### config.mk
export PLATFORM = sky130hd
export DESIGN_NAME = segment_rectangle_intersect
export DESIGN_NICKNAME = d
export VERILOG_FILES = /design/src/hw/rtl/sri_pkg.sv /design/src/hw/rtl/sri_prep.sv /design/src/hw/rtl/sri_mult.sv /design/src/hw/rtl/sri_decide.sv /design/src/hw/rtl/segment_rectangle_intersect.sv
export SDC_FILE = /design/constraint.sdc
export NUM_CORES = 2
export LEC_CHECK = 0
export BUFFER_PORTS_ARGS = -buffer_cell sky130_fd_sc_hd__buf_2
export CAP_MARGIN = 10
export CORE_MARGIN = 3
export CORE_UTILIZATION = 55
export DETAILED_ROUTE_END_ITERATION = 8
export PLACE_DENSITY = 0.82
export SLEW_MARGIN = 20
export SYNTH_ARGS = -nofsm -noshare
export SYNTH_HDL_FRONTEND = slang
export SYNTH_SLANG_ARGS = --single-unit
export TNS_END_PERCENT = 30
### constraint.sdc
create_clock -name aclk -period 31.3 [get_ports aclk]
set_clock_uncertainty 0.15 [all_clocks]
set_input_delay 1.565 -clock aclk [delete_from_list [all_inputs] [get_ports aclk]]
set_output_delay 1.565 -clock aclk [all_outputs]
set_load 0.01 [all_outputs]
### src/hw/rtl/sri_pkg.sv
`default_nettype none
package sri_pkg;

    // Width of the result channel's data bus: the hit bit padded to a byte.
    localparam int OUT_TDATA_BITS = 8;

    // Sign comparisons of the segment endpoints against the rectangle corner
    // coordinates, indexed [endpoint][corner]: endpoint 0 is (seg_x0, seg_y0),
    // endpoint 1 is (seg_x1, seg_y1); corner 0 is rect_xa/ya, corner 1 rect_xb/yb.
    typedef struct packed {
        logic [1:0][1:0] x_lt;
        logic [1:0][1:0] x_gt;
        logic [1:0][1:0] y_lt;
        logic [1:0][1:0] y_gt;
    } cmp_t;

    // Decisions that do not need the cross products.
    // Edge e runs from rectangle corner e to corner e+1 (mod 4), with corners
    // (xa,ya), (xb,ya), (xb,yb), (xa,yb).
    typedef struct packed {
        logic       enclosed;
        logic [3:0] box_miss;
    } hitf_t;

endpackage
`default_nettype wire

### src/hw/rtl/sri_prep.sv
`default_nettype none
module sri_prep
    import sri_pkg::*;
#(
    parameter int COORD_BITS = 16
) (
    input  wire logic                         aclk,
    input  wire logic                         aresetn,
    input  wire logic                         in_valid,
    input  wire logic [8*COORD_BITS-1:0]      in_data,
    output logic                              up_ready,
    input  wire logic                         down_ready,
    output logic                              out_valid,
    output logic signed [COORD_BITS:0]        dx,
    output logic signed [COORD_BITS:0]        dy,
    output logic signed [COORD_BITS:0]        ex_a,
    output logic signed [COORD_BITS:0]        ex_b,
    output logic signed [COORD_BITS:0]        ey_a,
    output logic signed [COORD_BITS:0]        ey_b,
    output cmp_t                              cmp
);

    localparam int DW = COORD_BITS + 1;

    logic signed [COORD_BITS-1:0] sx, sy, tx, ty, xa, ya, xb, yb;
    logic signed [1:0][COORD_BITS-1:0] px, py, rx, ry;

    logic                  valid_reg;
    logic signed [DW-1:0]  dx_reg, dy_reg, ex_a_reg, ex_b_reg, ey_a_reg, ey_b_reg;
    logic signed [DW-1:0]  dx_next, dy_next, ex_a_next, ex_b_next, ey_a_next, ey_b_next;
    cmp_t                  cmp_reg, cmp_next;

    assign sx = in_data[0*COORD_BITS +: COORD_BITS];
    assign sy = in_data[1*COORD_BITS +: COORD_BITS];
    assign tx = in_data[2*COORD_BITS +: COORD_BITS];
    assign ty = in_data[3*COORD_BITS +: COORD_BITS];
    assign xa = in_data[4*COORD_BITS +: COORD_BITS];
    assign ya = in_data[5*COORD_BITS +: COORD_BITS];
    assign xb = in_data[6*COORD_BITS +: COORD_BITS];
    assign yb = in_data[7*COORD_BITS +: COORD_BITS];

    assign px = {tx, sx};
    assign py = {ty, sy};
    assign rx = {xb, xa};
    assign ry = {yb, ya};

    always_comb begin
        dx_next   = DW'(tx) - DW'(sx);
        dy_next   = DW'(ty) - DW'(sy);
        ex_a_next = DW'(sx) - DW'(xa);
        ex_b_next = DW'(sx) - DW'(xb);
        ey_a_next = DW'(sy) - DW'(ya);
        ey_b_next = DW'(sy) - DW'(yb);
        for (int p = 0; p < 2; p++) begin
            for (int r = 0; r < 2; r++) begin
                cmp_next.x_lt[p][r] = $signed(px[p]) < $signed(rx[r]);
                cmp_next.x_gt[p][r] = $signed(px[p]) > $signed(rx[r]);
                cmp_next.y_lt[p][r] = $signed(py[p]) < $signed(ry[r]);
                cmp_next.y_gt[p][r] = $signed(py[p]) > $signed(ry[r]);
            end
        end
    end

    assign up_ready = !valid_reg || down_ready;

    always_ff @(posedge aclk) begin
        if (!aresetn) begin
            valid_reg <= 1'b0;
        end else if (up_ready) begin
            valid_reg <= in_valid;
        end
    end

    always_ff @(posedge aclk) begin
        if (up_ready && in_valid) begin
            dx_reg   <= dx_next;
            dy_reg   <= dy_next;
            ex_a_reg <= ex_a_next;
            ex_b_reg <= ex_b_next;
            ey_a_reg <= ey_a_next;
            ey_b_reg <= ey_b_next;
            cmp_reg  <= cmp_next;
        end
    end

    assign out_valid = valid_reg;
    assign dx        = dx_reg;
    assign dy        = dy_reg;
    assign ex_a      = ex_a_reg;
    assign ex_b      = ex_b_reg;
    assign ey_a      = ey_a_reg;
    assign ey_b      = ey_b_reg;
    assign cmp       = cmp_reg;

endmodule
`default_nettype wire

### src/hw/rtl/sri_mult.sv
`default_nettype none
module sri_mult
    import sri_pkg::*;
#(
    parameter int COORD_BITS = 16
) (
    input  wire logic                           aclk,
    input  wire logic                           aresetn,
    input  wire logic                           in_valid,
    input  wire logic signed [COORD_BITS:0]     dx,
    input  wire logic signed [COORD_BITS:0]     dy,
    input  wire logic signed [COORD_BITS:0]     ex_a,
    input  wire logic signed [COORD_BITS:0]     ex_b,
    input  wire logic signed [COORD_BITS:0]     ey_a,
    input  wire logic signed [COORD_BITS:0]     ey_b,
    input  wire cmp_t                           cmp,
    output logic                                up_ready,
    input  wire logic                           down_ready,
    output logic                                out_valid,
    output logic signed [2*COORD_BITS+1:0]      pxa,
    output logic signed [2*COORD_BITS+1:0]      pxb,
    output logic signed [2*COORD_BITS+1:0]      pya,
    output logic signed [2*COORD_BITS+1:0]      pyb,
    output hitf_t                               flags
);

    localparam int PW = 2 * COORD_BITS + 2;

    logic                 valid_reg;
    logic signed [PW-1:0] pxa_reg, pxb_reg, pya_reg, pyb_reg;
    logic signed [PW-1:0] pxa_next, pxb_next, pya_next, pyb_next;
    hitf_t                flags_reg, flags_next;
    logic                 x_in, y_in, x_span_miss, y_span_miss;
    logic [1:0]           x_line_miss, y_line_miss;

    // Each cross product is (corner to first endpoint) x (segment direction).
    assign pxa_next = PW'(ex_a) * PW'(dy);
    assign pxb_next = PW'(ex_b) * PW'(dy);
    assign pya_next = PW'(ey_a) * PW'(dx);
    assign pyb_next = PW'(ey_b) * PW'(dx);

    always_comb begin
        // Both endpoints lie within the rectangle's span on each axis.
        x_in = 1'b1;
        y_in = 1'b1;
        for (int p = 0; p < 2; p++) begin
            x_in = x_in && (!cmp.x_lt[p][0] || !cmp.x_lt[p][1])
                        && (!cmp.x_gt[p][0] || !cmp.x_gt[p][1]);
            y_in = y_in && (!cmp.y_lt[p][0] || !cmp.y_lt[p][1])
                        && (!cmp.y_gt[p][0] || !cmp.y_gt[p][1]);
        end
        x_span_miss = (&cmp.x_gt) || (&cmp.x_lt);
        y_span_miss = (&cmp.y_gt) || (&cmp.y_lt);
        // Both endpoints strictly on one side of a single corner coordinate.
        for (int r = 0; r < 2; r++) begin
            x_line_miss[r] = (cmp.x_gt[0][r] && cmp.x_gt[1][r])
                          || (cmp.x_lt[0][r] && cmp.x_lt[1][r]);
            y_line_miss[r] = (cmp.y_gt[0][r] && cmp.y_gt[1][r])
                          || (cmp.y_lt[0][r] && cmp.y_lt[1][r]);
        end
        // For an axis-aligned edge, the turn test of the segment endpoints
        // against the edge fails only when the bounding boxes already miss,
        // so the box test covers it.
        flags_next.enclosed    = x_in && y_in;
        flags_next.box_miss[0] = x_span_miss || y_line_miss[0];
        flags_next.box_miss[1] = y_span_miss || x_line_miss[1];
        flags_next.box_miss[2] = x_span_miss || y_line_miss[1];
        flags_next.box_miss[3] = y_span_miss || x_line_miss[0];
    end

    assign up_ready = !valid_reg || down_ready;

    always_ff @(posedge aclk) begin
        if (!aresetn) begin
            valid_reg <= 1'b0;
        end else if (up_ready) begin
            valid_reg <= in_valid;
        end
    end

    always_ff @(posedge aclk) begin
        if (up_ready && in_valid) begin
            pxa_reg   <= pxa_next;
            pxb_reg   <= pxb_next;
            pya_reg   <= pya_next;
            pyb_reg   <= pyb_next;
            flags_reg <= flags_next;
        end
    end

    assign out_valid = valid_reg;
    assign pxa       = pxa_reg;
    assign pxb       = pxb_reg;
    assign pya       = pya_reg;
    assign pyb       = pyb_reg;
    assign flags     = flags_reg;

endmodule
`default_nettype wire

### src/hw/rtl/sri_decide.sv
`default_nettype none
module sri_decide
    import sri_pkg::*;
#(
    parameter int COORD_BITS = 16
) (
    input  wire logic                           aclk,
    input  wire logic                           aresetn,
    input  wire logic                           in_valid,
    input  wire logic signed [2*COORD_BITS+1:0] pxa,
    input  wire logic signed [2*COORD_BITS+1:0] pxb,
    input  wire logic signed [2*COORD_BITS+1:0] pya,
    input  wire logic signed [2*COORD_BITS+1:0] pyb,
    input  wire hitf_t                          flags,
    output logic                                up_ready,
    input  wire logic                           down_ready,
    output logic                                out_valid,
    output logic                                hit
);

    localparam int PW = 2 * COORD_BITS + 2;
    localparam int VW = PW + 1;

    logic signed [3:0][PW-1:0] p_x, p_y;
    logic [3:0]                c_pos, c_neg;
    logic [3:0]                meets;
    logic signed [VW-1:0]      v;
    logic                      valid_reg;
    logic                      hit_reg, hit_next;

    // Corners in edge order: (xa,ya), (xb,ya), (xb,yb), (xa,yb).
    assign p_x = {pxa, pxb, pxb, pxa};
    assign p_y = {pyb, pyb, pya, pya};

    always_comb begin
        v = '0;
        for (int k = 0; k < 4; k++) begin
            v        = VW'($signed(p_x[k])) - VW'($signed(p_y[k]));
            c_neg[k] = v[VW-1];
            c_pos[k] = !v[VW-1] && (p_x[k] != p_y[k]);
        end
        // An edge is met unless its boxes miss or both of its corners lie
        // strictly on the same side of the segment's line.
        for (int e = 0; e < 4; e++) begin
            meets[e] = !flags.box_miss[e]
                    && !(c_pos[e] && c_pos[(e + 1) % 4])
                    && !(c_neg[e] && c_neg[(e + 1) % 4]);
        end
        hit_next = flags.enclosed || (|meets);
    end

    assign up_ready = !valid_reg || down_ready;

    always_ff @(posedge aclk) begin
        if (!aresetn) begin
            valid_reg <= 1'b0;
        end else if (up_ready) begin
            valid_reg <= in_valid;
        end
    end

    always_ff @(posedge aclk) begin
        if (up_ready && in_valid) begin
            hit_reg <= hit_next;
        end
    end

    assign out_valid = valid_reg;
    assign hit       = hit_reg;

endmodule
`default_nettype wire

### src/hw/rtl/segment_rectangle_intersect.sv
// Segment versus filled rectangle hit test.
// Input channel (s_): one item per segment/rectangle pair, eight signed
// coordinates of COORD_BITS each, packed in s_tdata. The rectangle corners may
// come in either order. Result channel (m_): one item per input item, carrying
// the hit bit in m_tdata[0]; it is set when the segment lies inside the
// rectangle or touches any of its edges, endpoints and collinear overlap
// included.
// The datapath has three register stages: coordinate differences and compares,
// four signed cross-product multipliers, and the sign tests that form the hit.
// m_tvalid rises once an accepted item has passed all three register stages;
// one item is accepted per cycle for as long as the receiver keeps up.
// Each stage holds its item when the stage after it is full and stalled, and
// an empty stage keeps taking items, so bubbles are squeezed out and the block
// still accepts up to two more items while a result waits on m_tready.
// s_tready follows m_tready combinationally through the stage valid bits.
// Reset (aresetn low at a clock edge) empties all stages; m_tvalid is low after.
`default_nettype none
module segment_rectangle_intersect
    import sri_pkg::*;
#(
    parameter int COORD_BITS = 16
) (
    input  wire logic                        aclk,
    input  wire logic                        aresetn,
    input  wire logic                        s_tvalid,
    output logic                             s_tready,
    // seg_x0, seg_y0, seg_x1, seg_y1, rect_xa, rect_ya, rect_xb, rect_yb
    input  wire logic [8*COORD_BITS-1:0]     s_tdata,
    output logic                             m_tvalid,
    input  wire logic                        m_tready,
    // hit, then zero padding
    output logic [OUT_TDATA_BITS-1:0]        m_tdata
);

    logic                          v1, v2, v3;
    logic                          rdy2, rdy3;
    logic signed [COORD_BITS:0]    dx, dy, ex_a, ex_b, ey_a, ey_b;
    cmp_t                          cmp;
    logic signed [2*COORD_BITS+1:0] pxa, pxb, pya, pyb;
    hitf_t                         flags;
    logic                          hit;

    sri_prep #(.COORD_BITS(COORD_BITS)) u_prep (
        .aclk       (aclk),
        .aresetn    (aresetn),
        .in_valid   (s_tvalid),
        .in_data    (s_tdata),
        .up_ready   (s_tready),
        .down_ready (rdy2),
        .out_valid  (v1),
        .dx         (dx),
        .dy         (dy),
        .ex_a       (ex_a),
        .ex_b       (ex_b),
        .ey_a       (ey_a),
        .ey_b       (ey_b),
        .cmp        (cmp)
    );

    sri_mult #(.COORD_BITS(COORD_BITS)) u_mult (
        .aclk       (aclk),
        .aresetn    (aresetn),
        .in_valid   (v1),
        .dx         (dx),
        .dy         (dy),
        .ex_a       (ex_a),
        .ex_b       (ex_b),
        .ey_a       (ey_a),
        .ey_b       (ey_b),
        .cmp        (cmp),
        .up_ready   (rdy2),
        .down_ready (rdy3),
        .out_valid  (v2),
        .pxa        (pxa),
        .pxb        (pxb),
        .pya        (pya),
        .pyb        (pyb),
        .flags      (flags)
    );

    sri_decide #(.COORD_BITS(COORD_BITS)) u_decide (
        .aclk       (aclk),
        .aresetn    (aresetn),
        .in_valid   (v2),
        .pxa        (pxa),
        .pxb        (pxb),
        .pya        (pya),
        .pyb        (pyb),
        .flags      (flags),
        .up_ready   (rdy3),
        .down_ready (m_tready),
        .out_valid  (v3),
        .hit        (hit)
    );

    assign m_tvalid = v3;
    assign m_tdata  = {{(OUT_TDATA_BITS-1){1'b0}}, hit};

endmodule
`default_nettype wire

## Word-level counts from Yosys, hierarchy flattened

Cells that the tools add are included.

- Order comparisons: 16
- Muxes and demuxes: 0
- $mul: 4
- Add/subtract/negate cells: 10
- Shifts and indexed selects: 0
- Reduce and logical (&&, ||, !) cells: 100
- Bitwise operators: 0
- Equality and inequality tests: 4
- Divide/modulo/power cells: 0

Operator list:

| kind | number |
|---|---|
| $sub 34x34->35 | 4 |
| $mul 17x17->34 | 4 |
| $ne 34x34->1 | 4 |
| $gt 16x16->1 | 8 |
| $lt 16x16->1 | 8 |
| $sub 16x16->17 | 6 |
| $logic_and 1x1->1 | 38 |
| $logic_not 1->1 | 35 |
| $logic_or 1x1->1 | 22 |
| $reduce_and 4->1 | 4 |
| $reduce_or 4->1 | 1 |

- Bits in latches: 0
- Logic and storage cells: 158
- Output and inout port bits: 10
- Bits in registers: 263
- Memories kept: 0
- RAM bits: 0
- Memory bits (read-only): 0

## Logic depth before layout (Yosys ltp)

- Word-level depth: 9
- Depth in mapped cells: 26

## By module

Synthesis repeated with hierarchy kept, for this count alone.

- Cells, all modules: 6,567
- Area, all modules: 62,234.7 µm²

Modules (own cells, without submodules):

| module | area each (µm²) | cells each | instances |
|---|---|---|---|
| sri_mult | 48,036.1 | 4,954 | 1 |
| sri_prep | 10,721.5 | 1,152 | 1 |
| sri_decide | 3,413.3 | 452 | 1 |
| segment_rectangle_intersect | 63.8 | 9 | 1 |

## Worst setup path before layout

No wires, ideal clock.

- Path kind: input-to-reg
- Start point: in m_tready
- End point: reg u_mult.flags_reg, in the netlist u_mult.flags[0] (enable)
- Library setup time: 0.857 ns
- Arrival time: 11.838 ns
- Stages on the path: 2
- Path buffers: 0
- Slack: 18.455 ns
- Required time: 30.293 ns
- Cell sequence: nor2b_1 -> a21boi_0

- Longest elaborated chain between the ends: 3

Ends and longest elaborated chain:

| item | line | RTL |
|---|---|---|
| start: declaration | segment_rectangle_intersect.sv:30 | `input wire logic m_tready,` |
| $logic_or 1x1->1 | sri_decide.sv:52 | `assign up_ready = !valid_reg \|\| down_ready;` |
| $logic_or 1x1->1 | sri_mult.sv:71 | `assign up_ready = !valid_reg \|\| down_ready;` |
| $logic_and 1x1->1 | sri_mult.sv:82 | `if (up_ready && in_valid) begin` |
| end signal: assignment | sri_mult.sv:87 | `flags_reg <= flags_next;` |
| end: declaration | sri_mult.sv:32 | `hitf_t flags_reg, flags_next;` |

Every way passes these cells.
A chain may end at the register's enable or synchronous reset.

## Worst setup path in the final report

- Start point: reg u_prep.dx_reg[16] (netlist: u_prep.dx[16])
- End point: reg u_mult.pya_reg[32] (netlist: u_mult.pya[32]), data pin

- Longest elaborated chain between the ends: 1

Ends and longest elaborated chain:

| item | line | RTL |
|---|---|---|
| start: declaration | sri_prep.sv:29 | `logic signed [DW-1:0] dx_reg, dy_reg, ex_a_reg, ex_b_reg, ey_a_reg, ey_b_reg;` |
| start signal: assignment | sri_prep.sv:76 | `dx_reg <= dx_next;` |
| $mul 17x17->34 | sri_mult.sv:39 | `assign pya_next = PW'(ey_a) * PW'(dx);` |
| via u_mult.pya_next[32] | sri_mult.sv:31 | `logic signed [PW-1:0] pxa_next, pxb_next, pya_next, pyb_next;` |
| end signal: assignment | sri_mult.sv:85 | `pya_reg <= pya_next;` |
| end: declaration | sri_mult.sv:30 | `logic signed [PW-1:0] pxa_reg, pxb_reg, pya_reg, pyb_reg;` |

The timed path passes the listed nets, and every way through them passes these cells.

==> results.py <==
metrics = {
    "sta": {
        "final-setup-viol-count": 0,
        "fin_setup_tns_ns": 0,
        "report.final.slew_viol_count": 0,
        "period_needed_ns": 7.69,
        "min_period_over_period_pct": 24.6,
        "report.final.hold_viol_count": 0,
        "timing.slew.headroom_pct": 23.0,
        "tightestPinTransition_ns": 1.14,
        "worst_slack_ns": 23.61,
        "max_freq_mhz": 130,
        "setup_repair_after_global_routing_missed_its_margin": "false",
        "finalHoldWorstSlack_ns": 0.433,
    },
    "worst_setup_path": {
        "timing.critical_path.fanout_max": 15,
        "critPathCaptureType": "flip-flop",
        "worstReg2RegStart": "u_prep.dx[16]",
        "timing.critical_path.mode_cell": "fa_1",
        "rr_endpoint": "u_mult.pya[32]",
        "cp-start-kind": "flip-flop",
        "critical_path_at_ns": 7.86,
        "crit_path_max_incr_delay_ns": 0.58,
        "reg2reg_depth": 22,
        "worst-setup-path-type": "flip-flop to flip-flop",
        "cp_slowest_cell": "edfxtp_1",
        "timing.reg2reg.setup_slack_ns": 23.61,
        "worst-endpoint-required_ns": 31.47,
        "timing.critical_path.cells": "clkinv_1, buf_4, nor2_1, fa_1, fa_1, fa_1, fa_1, fa_1, inv_1, fa_1, inv_1, ha_1, a21oi_1, nand2_1, or2_2, o21a_1, a221oi_1, a21oi_1, o2111ai_1, nand3_1, o41ai_1, xnor2_1",
    },
    "global_route": {
        "grt_pass1_vias": 48700,
        "grt_overflow_total": 0,
        "grt_max_degree": 74,
        "grt_first_pass_wirelength_mm": 254,
        "initial_antenna_violation_count": 2,
        "grt.total_usage_pct": 28.4,
    },
    "placement": {
        "placement.cell_area_um2": 62700,
        "dp_hpwl_mm": 125,
        "finalWeightedCongestion": 0.988,
        "place.port_buffers": 134,
        "dpl_worst_slack_ns": 23.70,
    },
    "final_layout": {
        "flow.area_growth_from_synthesis_pct": 5.47,
        "number_of_inserted_diodes": 0,
        "design.final.nets": 8301,
        "final_area_um2": 63800,
        "post_route_cells_drive_above_1_share_pct": 4.23,
    },
    "worst_hold_path": {
        "worstHoldPathCells": 2,
        "hold_path_end": "u_mult.out_valid",
        "worstHoldStart": "u_prep.out_valid",
        "worstHoldPathType": "flip-flop to flip-flop",
    },
    "synthesis": {
        "synth.yosys.warnings": 0,
        "post_synth.cell_area_avg_um2": 9.61,
        "synth_top_cells_by_area": "fa_1, ha_1, edfxtp_1, inv_1, and2_1",
        "synth.yosys.seq_area_share_pct": 13.0,
        "synth-xor-area-share_pct": 2.91,
        "synth-simple-area-share_pct": 14.4,
        "postSynth.asyncResetShare_pct": 0,
        "syn-instance-count": 6296,
        "synthDistinctLibCells": 72,
        "synthAdderAreaFrac_pct": 52.6,
        "synth.ff_latch_count": 263,
        "synth_most_common_cell": "inv_1",
        "post_synth_most_frequent_cells": "inv_1, fa_1, ha_1, nand2_1, and2_1",
        "netlist.top_cell.by_area": "fa_1",
        "synth_compound_gate_area_share_pct": 6.79,
        "yosysTopAreaCellShare_pct": 39.4,
        "mapped_area_um2": 60500,
        "synth_edf_count": 260,
        "ys.flop_type": "edfxtp_1",
        "dominant_combinational_cell_family_by_area_after_synthesis": "adder cells",
        "muxShareOfSynthArea_pct": 0.0868,
    },
    "drt": {
        "drt_pre_antenna_iters": 6,
        "residual_drc": 0,
        "wl_per_instance_um": 19.7,
        "drt.antenna.violating_nets": 0,
        "routed_wirelength_mm": 154,
        "dr_total_vias": 44100,
        "avgViaCountPerCell": 5.66,
        "drt_iter0_drc": 3304,
    },
    "clocking": {
        "clkLatencyLatePin_ns": 0.59,
        "cts.sinks": 263,
        "cts_setup_buffers": 0,
        "numCtsBuffers": 36,
        "cts_hold_buf": 0,
        "tritoncts": "done",
        "path_clk_slew_ns": 0.06,
        "cts-htree-levels": 2,
        "cts_root_buf": "clkbuf_16",
        "ctsLongestPathBuffers": 3,
        "ctsResizeCount": 0,
    },
    "floorplanning": {
        "chipWidth_um": 338,
        "die_area_um2": 114000,
        "floorplan.initialDensity_pct": 55.5,
        "io_pins": 142,
        "rows": 121,
        "height_of_the_die_um": 338,
        "floorplan.core_area_um2": 109000,
    },
    "flow_run": {
        "maxCapViolCount": 0,
    },
    "status": {
        "run_status": "finished, final reports clean",
    },
}
[worst max-delay path by stage]
stage | cells past startpoint | startpoint | end
finish | 22 | u_prep.dx[16] | u_mult.pya[32]
floorplan | 2 | m_tready | u_mult.flags[0]
detailed placement | 22 | u_prep.dx[16] | u_mult.pya[32]
global route | 23 | u_prep.ex_b[7] | u_mult.pxb[33]
CTS | 22 | u_prep.dx[16] | u_mult.pya[32]
global placement | 22 | u_prep.dx[6] | u_mult.pya[33]
[logic make-up after synthesis]
kind of cell               Yosys count
xor gates and xnor gates           201
and+or+nand+nor                   1742
buffers and inverters             1635
DFF                                263
muxes                                5
other                                1
adders and majority gates         1830
AOI/OAI and AO/OA                  619
[final cells by class]
class | instances | area, um2
fill | 8914 | 45200
clock inverter | 26 | 258
multi-input combinational | 4404 | 46500
tap | 1414 | 1770
timing repair buffer | 185 | 1050
sequential | 263 | 7870
inverter | 1449 | 5440
clock buffer | 39 | 912
[layout by cell type (no fill, tap or decap), types with 105 or more instances in the layout]
cell type     n
a21o_1      105
a21oi_1     158
and2_1      583
buf_2       134
edfxtp_1    260
fa_1       1190
ha_1        640
inv_1      1447
nand2_1     621
nor2_1      217
o21ai_0     116
xnor2_1     167
[worst max-delay path, delay by kind of cell (launching register included)]
| family | cells | cell delay [ns] |
|---|---|---|
| adder cells (fa/ha/maj) | 7 | 3.21 |
| AO/OA/AOI/OAI | 6 | 1.57 |
| buffers and inverters | 4 | 1.08 |
| AND/OR/NAND/NOR | 4 | 0.70 |
| flip-flops | 1 | 0.58 |
| XOR/XNOR | 1 | 0.11 |
[per-stage QoR]
stage / utilization, % / std cells
6_report: 58.6 / 7780
5_1_grt: 58.6 / 7780
4_1_cts: 58.6 / 7780
3_5_place_dp: 57.5 / 7715
3_3_place_gp: 57.5 / 7715
2_1_floorplan: - / 6302
[routing by layer]
| metal | part of all wire [%] | vias to the layer above | GRT usage (%) |
|---|---|---|---|
| met5 | 0 | - | 0 |
| met4 | 6.9 | 0 | 16.1 |
| met3 | 7.8 | 499 | 4.11 |
| met2 | 47 | 1990 | 47.1 |
| met1 | 38 | 22100 | 36.0 |
| li1 | - | 19500 | - |
Power is left out: the tool's default activity adds up to more than one toggle a clock period on the data nets, which glitch-free logic cannot reach.
